$ cat src/rtl/core/ipvfl_ram.sv
// generic single-write, single-read ram with registered read data
// no dependencies
module ipvfl_ram #(
    parameter int WIDTH = 8,
    parameter int DEPTH = 16
) (
    input  logic                     clk,
    input  logic                     we,
    input  logic [$clog2(DEPTH)-1:0] waddr,
    input  logic [WIDTH-1:0]         wdata,
    input  logic                     re,
    input  logic [$clog2(DEPTH)-1:0] raddr,
    output logic [WIDTH-1:0]         rdata
);

    logic [WIDTH-1:0] mem_reg [DEPTH];
    logic [WIDTH-1:0] rdata_reg;

    always_ff @(posedge clk)
    begin
        if (we)
        begin
            mem_reg[waddr] <= wdata;
        end
        if (re)
        begin
            rdata_reg <= mem_reg[raddr];
        end
    end

    assign rdata = rdata_reg;

endmodule

$ cat config.mk
export PLATFORM = sky130hd
export DESIGN_NAME = ipvfl_ram
export DESIGN_NICKNAME = d
export VERILOG_FILES = /design/src/rtl/core/ipvfl_ram.sv
export SDC_FILE = /design/constraint.sdc
export NUM_CORES = 1
export LEC_CHECK = 0
export BUFFER_PORTS_ARGS = -buffer_cell sky130_fd_sc_hd__buf_2
export CAP_MARGIN = 20
export CORE_UTILIZATION = 50
export DETAILED_ROUTE_END_ITERATION = 16
export PLACE_DENSITY = 0.67
export SKIP_LAST_GASP = 1
export SYNTH_ARGS = -nofsm -noshare
export SYNTH_HDL_FRONTEND = slang
export SYNTH_SLANG_ARGS = --single-unit
$ cat constraint.sdc
create_clock -name clk -period 2.86 [get_ports clk]
set_clock_uncertainty 0.2 [all_clocks]
set_input_delay 0 -clock clk [delete_from_list [all_inputs] [get_ports clk]]
set_output_delay 0 -clock clk [all_outputs]
set_load 0.02 [all_outputs]
==> flow_results.org <==
** Run status
- Result of the run :: completed

** Global routing
- Overall overflow remaining after global route :: 0
- Via count of the first global-routing pass :: 2,634
- Antenna violations before repair :: 0
- Aggregate global-route resource usage :: 21.4%
- First-pass GRT wire length :: 15.7 mm
- Pin count of the biggest net entering global routing :: 23

** Worst hold path
- The tightest min-delay check is of the in2reg type.

** Worst setup path
- Largest driver fanout on the critical path :: 8
- The worst setup path is launched from an input pin.
- Data on the critical path is required at its endpoint by 2.80 ns.
- The worst setup path is captured at a flop.
- At the worst endpoint, the arrival time is 2.12 ns.
- Startpoint-to-endpoint class of the critical path :: in2reg

** Logic synthesis
- Post-Synthesis Cell Area :: 0.00523 mm^2
- Counting instances in the post-synthesis netlist gives the leading cell types as edfxtp_1 (136), mux4_2 (18), a22oi_1 (16), mux4_1 (14), nor2_1 (13).
- Net count after synthesis :: 248
- Among all flip-flop cells after synthesis, the most frequent one is edfxtp_1.
- Counting flops and latches in the post-synthesis netlist gives 136.
- Area share of the largest cell type after synthesis :: 78.1%
- Avg Cell Area, Syn :: 22.8 um^2
- Post-synthesis instance total :: 229
- After synthesis, the share of flip-flops with an asynchronous set or reset is 0%.
- For this run, the number of Yosys warnings is 0.
- Most frequent cell after synthesis :: edfxtp_1
- Counting flops with a built-in enable in the synthesized netlist gives 136.
- By area the synthesized netlist is led by edfxtp_1 (78%), mux4_2 (7.8%), mux4_1 (7.0%).
- After synthesis, flip-flops and latches occupy 78.1% of the total area.
- After synthesis, the netlist uses 18 different library cells.
- Top cell type by total area after synthesis :: edfxtp_1

** Timing
- Slew at the pin with the worst max-slew slack :: 0.859 ns
- Post-route clock period utilization :: 76.0%
- Finish-stage setup viols :: 0
- Final min period :: 2.17 ns
- Adding up every negative setup slack in the final design gives 0 ns.
- Setup repair after global routing left no endpoint under its margin.
- The worst pin sits at a relative slew slack of 42.5%.
- Based on the critical path, the design can be clocked at up to 460 MHz.
- Number of slew-limit violations in the final report :: 0
- Crit path setup slack, layout :: 0.687 ns
- The hold violation count in the final report came to 0.

** Die
- In this run the core area contains 36 standard-cell rows.
- The core region is 0.00995 mm^2.
- Initial cell density of the core :: 52.5%
- The floorplan step defined a die boundary enclosing 0.0109 mm^2.
- Die Span X :: 104 um
- The floorplan step set the die height to 104 um.
- Pin placement for this block handled 27 I/O pins.

** Pwr
- Power spread over the standard cell area amounts to 693 mW/mm^2.
- For this design the static power due to leakage is 2.12 nW.
- Worst supply voltage drop on vdd :: 0.366 mV
- Final Total Pwr :: 0.00433 W

** Cells and area
- For this run, the post-layout net count is 318.
- Utilization after layout :: 62.8%
- Share of cells above drive strength 1 :: 26.0%
- The register with the most flip-flops in the layout has 128 of them.
- Non-Filler Cell Area, Final :: 0.00626 mm^2
- Count of inserted antenna diode cells :: 0
- Relative to the synthesized area, the layout overhead comes to 19.7%.

** Detailed routing
- Routed Wire Length :: 10.4 mm
- In this run the remaining antenna-violating nets after routing total 0.
- After the first detailed-routing iteration, the DRC count stood at 230.
- Average wire length per cell after detail routing :: 23.5 um
- Total number of vias :: 2,578
- Dividing the detail-routed via count by the number of cells gives 5.81.
- For this run, design rule violations remaining after detail routing come to 0.
- The first TritonRoute pass finished after 4 iterations.

** Clock tree
- Clock transition at the registers of the reported paths :: 0.06 ns
- Root cell of the clock tree :: clkbuf_8
- Clock latency of the later-clocked register in the worst-skew pair :: 0.52 ns
- The tree built by TritonCTS fans out to 136 sinks.
- The clock tree synthesis step divided the H-tree into 4 levels.
- Total clock buffers created by CTS :: 17
- Clk buf depth :: 2
- CTS tree :: yes

** Placed design
- Half-perimeter wire length of the detailed placement result :: 6.33 mm
- At the end of routability-driven placement, the weighted congestion stood at 0.737.
- Input and output buffers added on the ports amount to 26.
- After detailed placement, the total cell area comes to 0.00557 mm^2.
- Before CTS, the worst setup slack after placement is 0.766 ns.

** Job
- Maxcap violations :: 0
==> metal layers <==
| layer | vias to the layer above | GRT usage [%] | wire (um) |
|---|---|---|---|
| met4 | 0 | 10.3 | 311 |
| met3 | 27 | 6.14 | 570 |
| met5 | - | 0 | 0 |
| met1 | 1335 | 29.7 | 4520 |
| li1 | 1124 | - | - |
| met2 | 92 | 31.3 | 5030 |
==> critical path: stages <==
cell and delay (ns):
dlygate4sd3_1 0.53, buf_2 0.14, nand3b_1 0.17, dlygate4sd3_1 0.60
nor2_1 0.68
==> stage by stage <==
step                cells  hold WS (ns)
global placement      394         0.182
global route          444         0.114
finish                444        0.0925
CTS                   444        0.0682
detailed placement    394         0.190
floorplan             229        -0.101
==> path summary, 6_finish.rpt <==
kind	start	to	slack, ns	cells after the start
setup reg to reg	mem_reg[3][4]	rdata[4]	1.12	3
hold / removal	raddr[1]	rdata[1]	0.09	4
setup / recovery	waddr[3]	mem_reg[5][6]	0.69	5
hold reg to reg	mem_reg[14][4]	rdata[4]	0.53	3
==> logic make-up after synthesis <==
| group | share of synthesized area [%] |
|---|---|
| compound gates | 2.30 |
| buf+inv | 1.65 |
| flops | 78.1 |
| mux | 14.8 |
| simple gates | 3.14 |
==> cells in the final DEF (no fill, tap or decap), drive strengths merged <==
| master | n |
|---|---|
| nor3 | 4 |
| bufinv | 1 |
| edfxtp | 136 |
| nand3 | 1 |
| nand2b | 2 |
| and2 | 1 |
| nand2 | 9 |
| dlygate4sd3 | 19 |
| clkbuf | 25 |
| mux4 | 32 |
| and2b | 1 |
| clkinv | 5 |
| nor2b | 1 |
| nand3b | 2 |
| nor2 | 13 |
| buf | 42 |
| or3b | 1 |
| a22oi | 16 |
==> area by class of cell <==
type	count	area [um^2]
Multi-Input combinational cell	83	1060
Sequential cell	136	4080
Clock buffer	25	444
Clock inverter	6	51.3
Fill cell	669	3700
Tap cell	133	166
Timing Repair Buffer	61	453
==> timing repair <==
| item | CTS | global route |
|---|---|---|
| resized for setup | 0 | 0 |
| buffers inserted | 0 | 0 |
| hold buffers | 19 | 0 |
| hold endpoints to repair | 254 | 0 |
==> power by group <==
part	switching [W]	leakage [nW]	total (W)	internal, W
sequential	0.0000115	1.24	0.00226	0.00225
clock	0.000712	0.240	0.00185	0.00113
combinational	0.000129	0.643	0.000230	0.000101
No activity file was read; power rests on OpenSTA's default activity.
