<file path="config.mk">
export PLATFORM = sky130hd
export DESIGN_NAME = ipvfl_cell
export DESIGN_NICKNAME = d
export VERILOG_FILES = /design/src/rtl/core/ipvfl_pkg.sv /design/src/rtl/core/ipvfl_cell.sv
export SDC_FILE = /design/constraint.sdc
export NUM_CORES = 1
export LEC_CHECK = 0
export CORE_MARGIN = 8
export CORE_UTILIZATION = 56
export DETAILED_ROUTE_END_ITERATION = 8
export DONT_BUFFER_PORTS = 1
export PLACE_DENSITY = 0.71
export SLEW_MARGIN = 20
export SYNTH_ARGS = -nofsm -noshare
export SYNTH_HDL_FRONTEND = slang
export SYNTH_SLANG_ARGS = --single-unit
</file>
<file path="constraint.sdc">
create_clock -name clk -period 1.9 [get_ports clk]
set_input_delay 0.19 -clock clk [delete_from_list [all_inputs] [get_ports clk]]
set_output_delay 0.19 -clock clk [all_outputs]
set_load 0.005 [all_outputs]
</file>
<file path="src/rtl/core/ipvfl_pkg.sv">
// shared types, constants and sizes for the ipv4 forwarding lookup block
// no dependencies; used by ipvfl_cell and ipv4_forward_lookup
package ipvfl_pkg;

    localparam int ENTRIES    = 128;
    localparam int SLOT_W     = (ENTRIES > 1) ? $clog2(ENTRIES) : 1;
    localparam int IDX_W      = 7;
    localparam int CMP_W      = (SLOT_W > IDX_W) ? SLOT_W : IDX_W;
    localparam int FIFO_DEPTH = 2 ** $clog2(ENTRIES + 4);
    localparam int FIFO_AW    = $clog2(FIFO_DEPTH);

    localparam logic [15:0] ETHERTYPE_IPV4   = 16'h0800;
    localparam logic [16:0] CSUM_ONES        = 17'h0ffff;
    localparam logic [7:0]  DEFAULT_PORT_RST = 8'd4;
    localparam logic [7:0]  TTL_STEP_RST     = 8'd1;

    localparam int CFG_AW = 1;
    localparam logic [CFG_AW-1:0] CFG_DEFAULT_PORT = 1'b0;
    localparam logic [CFG_AW-1:0] CFG_TTL_STEP     = 1'b1;

    typedef struct packed {
        logic        kind;
        logic [15:0] ether_type;
        logic [7:0]  ttl_in;
        logic [31:0] dest_addr;
        logic [15:0] checksum_in;
        logic [31:0] meta_in;
        logic [6:0]  entry_index;
        logic [23:0] entry_prefix;
        logic [7:0]  entry_port;
    } in_word_t;

    typedef struct packed {
        logic [31:0] meta_out;
        logic [7:0]  ttl_out;
        logic [15:0] checksum_out;
        logic [7:0]  out_port;
        logic        forwarded;
        logic        matched;
    } out_word_t;

    // token walking the cell chain
    typedef struct packed {
        logic             valid;
        logic             is_write;
        logic             fwd;
        logic [23:0]      prefix;
        logic [IDX_W-1:0] index;
        logic [7:0]       port;
        logic             hit;
    } tok_t;

    // header fields parked in the side fifo while the token walks
    typedef struct packed {
        logic [31:0] meta;
        logic [7:0]  ttl;
        logic [15:0] checksum;
    } side_t;

    localparam int SIDE_W = $bits(side_t);

endpackage

</file>
<file path="src/rtl/core/ipvfl_cell.sv">
// one route slot of the lookup chain: stores a prefix and port, applies
// table writes addressed to it and tags passing lookups; uses ipvfl_pkg
module ipvfl_cell (
    input  logic                         clk,
    input  logic                         rst_n,
    input  logic [ipvfl_pkg::SLOT_W-1:0] cell_id,
    input  ipvfl_pkg::tok_t              tok_in,
    output ipvfl_pkg::tok_t              tok_out
);

    logic                 valid_reg;
    logic [23:0]          prefix_reg;
    logic [7:0]           port_reg;
    ipvfl_pkg::tok_t      tok_reg;
    ipvfl_pkg::tok_t      tok_next;
    logic                 wr_here;
    logic                 hit_here;

    always_comb
    begin
        wr_here  = tok_in.valid && tok_in.is_write &&
                   (ipvfl_pkg::CMP_W'(tok_in.index) == ipvfl_pkg::CMP_W'(cell_id));
        hit_here = tok_in.valid && !tok_in.is_write && !tok_in.hit &&
                   valid_reg && (prefix_reg == tok_in.prefix);
        tok_next = tok_in;
        if (hit_here)
        begin
            tok_next.hit  = 1'b1;
            tok_next.port = port_reg;
        end
    end

    always_ff @(posedge clk or negedge rst_n)
    begin
        if (!rst_n)
        begin
            valid_reg <= 1'b0;
            tok_reg   <= '0;
        end
        else
        begin
            tok_reg <= tok_next;
            if (wr_here)
            begin
                valid_reg <= 1'b1;
            end
        end
    end

    // slot contents, qualified by valid_reg
    always_ff @(posedge clk)
    begin
        if (wr_here)
        begin
            prefix_reg <= tok_in.prefix;
            port_reg   <= tok_in.port;
        end
    end

    assign tok_out = tok_reg;

endmodule

</file>
==> summary.txt <==
Finish
  – Max reg flops: 43
  – Final net count: 240
  – Non-filler cells, final: 245
  – Leading cell types in the layout, fill and taps excluded: 44 x dlygate4sd3_1, 44 x dfrtp_1, 32 x edfxtp_1
  – Share of cells above drive strength 1: 17.10%
  – Number of diodes: 0
  – Area delta synth->final: 32.16%

CTS
  – Clock transition at path regs: 0.07 ns
  – H-Tree Depth: 3
  – CTS buffer count: 9
  – Clock sinks: 76
  – Post-CTS resize count: 0
  – CTS tree: done
  – Skew-Pair Late Insertion Delay: 0.34 ns
  – Clk buf depth: 2
  – Clock Tree Root: clkbuf_8

STA
  – Final Hold Viols: 0
  – Actual slew at the worst max-slew pin: 0.4681 ns
  – FMAX: 569.7 MHz
  – Min cycle time layout: 1.755 ns
  – Clock skew: 0.005329 ns
  – Final WS setup: 0.1446 ns
  – Final worst path period share: 92.39%
  – Final Max Tran Viols: 0
  – Unrepaired setup endpoints after global routing: no
  – Setup violators final: 0
  – Worst slew margin: 68.50%

GRT
  – Vias in the first global route: 1515
  – Largest net degree at the start of global routing: 45
  – First-pass GRT wire length: 8631 µm
  – Total gr overflow: 0
  – Antenna violations before repair: 0
  – Total global-route track usage: 16.22%

Logic synthesis
  – Yosys warns: 0
  – Syn avg cell area: 19.48 µm²
  – Seq/Total Area, Yosys: 81.42%
  – Cells after synthesis: 130
  – Mapped Area: 2532 µm²
  – Yosys cell types: 15
  – Synth Net Count: 182
  – Flops & latches, synth: 76

Hold path
  – Hold Path Class: in2reg

Pwr
  – Power per cell area: 938.7 nW/µm²
  – VDD IR-drop max: 0.6327 mV
  – LEAKAGE: 1.293 nW
  – Total power: 3.142 mW

Place
  – Routability cong.: 0.7004
  – Post-Place Cells: 183
  – Pre-CTS WS: 0.001516 ns
  – Port Buffers: 0
  – DP HPWL: 3295 µm

Critical path
  – CP endpoint kind: register
  – CP Launch Type: register
  – CP arrival: 1.98 ns
  – Critical path type: reg2reg
  – Critical Path RT: 2.12 ns
  – Max FO, Critical Path: 9

Status
  – Status: finished, final reports clean

Route
  – Vias per cell: 5.159
  – Routed len/inst: 21.90 µm
  – Antenna viol nets, final: 0
  – Initial drt markers: 75
  – 1st-pass router iterations: 4
  – Detailed-route via count: 1264
  – Final WL: 5365 µm
  – DRC errors left: 0

Flow run
  – Max-cap violations: 0

Die
  – Initial Util: 58.16%
  – Num rows: 24
  – DIE WIDTH: 83.25 µm
  – Die Footprint: 6930 µm²
  – Vert. Die Dim: 83.25 µm
  – I/O Pins: 95
  – CORE AREA: 4354 µm²
==> metrics by stage <==
stage	area [µm²]	util, %	setup TNS [ns]	hold slack (ns)
final	3347	76.87	0	0.3327
after global routing	3347	76.87	0	0.3219
after CTS	3339	76.70	0	0.3177
after detailed placement	2675	61.44	0	-0.1042
after global placement	2675	61.44	0	-0.1044
after floorplan	2590	-	-2.014	-0.1056
==> per-layer routing <==
metal,global-route usage (%),share of wire (%),routed length (µm),vias to the layer above
li1,-,-,-,574
met3,9.570,9.8,528,5
met4,5.272,0.78,42,0
met1,16.44,35,1875,630
met2,27.16,54,2919,55
met5,0,0,0,-
==> final cells by class <==
type	count	area [µm²]
flip-flops and latches	76	2062
fillers	248	1007
multi-input cells	54	528.0
repair buffers	47	495.5
clock buffers	13	180.2
well taps	52	65.06
clock inverters	3	16.27
==> worst max-delay path, stage by stage, from the launching register on <==
cell	delay, ns
edfxtp_1	0.39
xor2_1	0.16
nor4_1	0.46
nand4_2	0.14
buf_4	0.20
mux2_2	0.28
==> power by group <==
| group | switching (mW) | internal, mW |
|---|---|---|
| clock | 0.550 | 0.622 |
| combinational | 0.0643 | 0.110 |
| sequential | 0.0311 | 1.76 |
| total | 0.645 | 2.50 |
==> path summary, 6_finish.rpt <==
kind,from,end,slack (ns),cells past startpoint
max in group asynchronous,rst_n,tok_out[7]$_DFF_PN0_,1.34,2
min reg2reg,valid_reg$_DFFE_PN0P_,valid_reg$_DFFE_PN0P_,0.48,1
min,tok_in[41],prefix_reg[12]$_DFFE_PP_,0.33,3
max reg2reg,prefix_reg[20]$_DFFE_PP_,tok_out[4]$_DFF_PN0_,0.14,5
max,prefix_reg[20]$_DFFE_PP_,tok_out[4]$_DFF_PN0_,0.14,5
min in group asynchronous,rst_n,tok_out[23]$_DFF_PN0_,0.35,2
==> synth_stat cells <==
cell       n  area [µm²]
nand3_1    1       5.000
or2b_1     1       7.510
nand2_1    1       3.750
nand4_2    1       12.51
nor4_1     3       18.77
and4bb_1   1       12.51
nor4_2     1       12.51
xnor2_1   18       157.7
edfxtp_1  32       960.9
nor3_1     1       5.000
nand4_1    4       25.02
or2_2      1       6.260
xor2_1    13       113.9
mux2_2     8       90.09
dfrtp_1   44        1101
==> kinds of logic after synthesis <==
group                     Yosys count  share of synthesized area [%]
xor gates and xnor gates           31                          10.72
muxes                               8                          3.557
and+or+nand+nor                    15                          4.298
DFF                                76                          81.42
==> timing repair <==
action	in CTS	in global routing
setup endpoints to repair	1	8
hold endpoints to repair	119	0
buffers inserted	0	1
hold buffers	45	0
pin swaps	1	1
No activity file was read; power rests on OpenSTA's default activity.
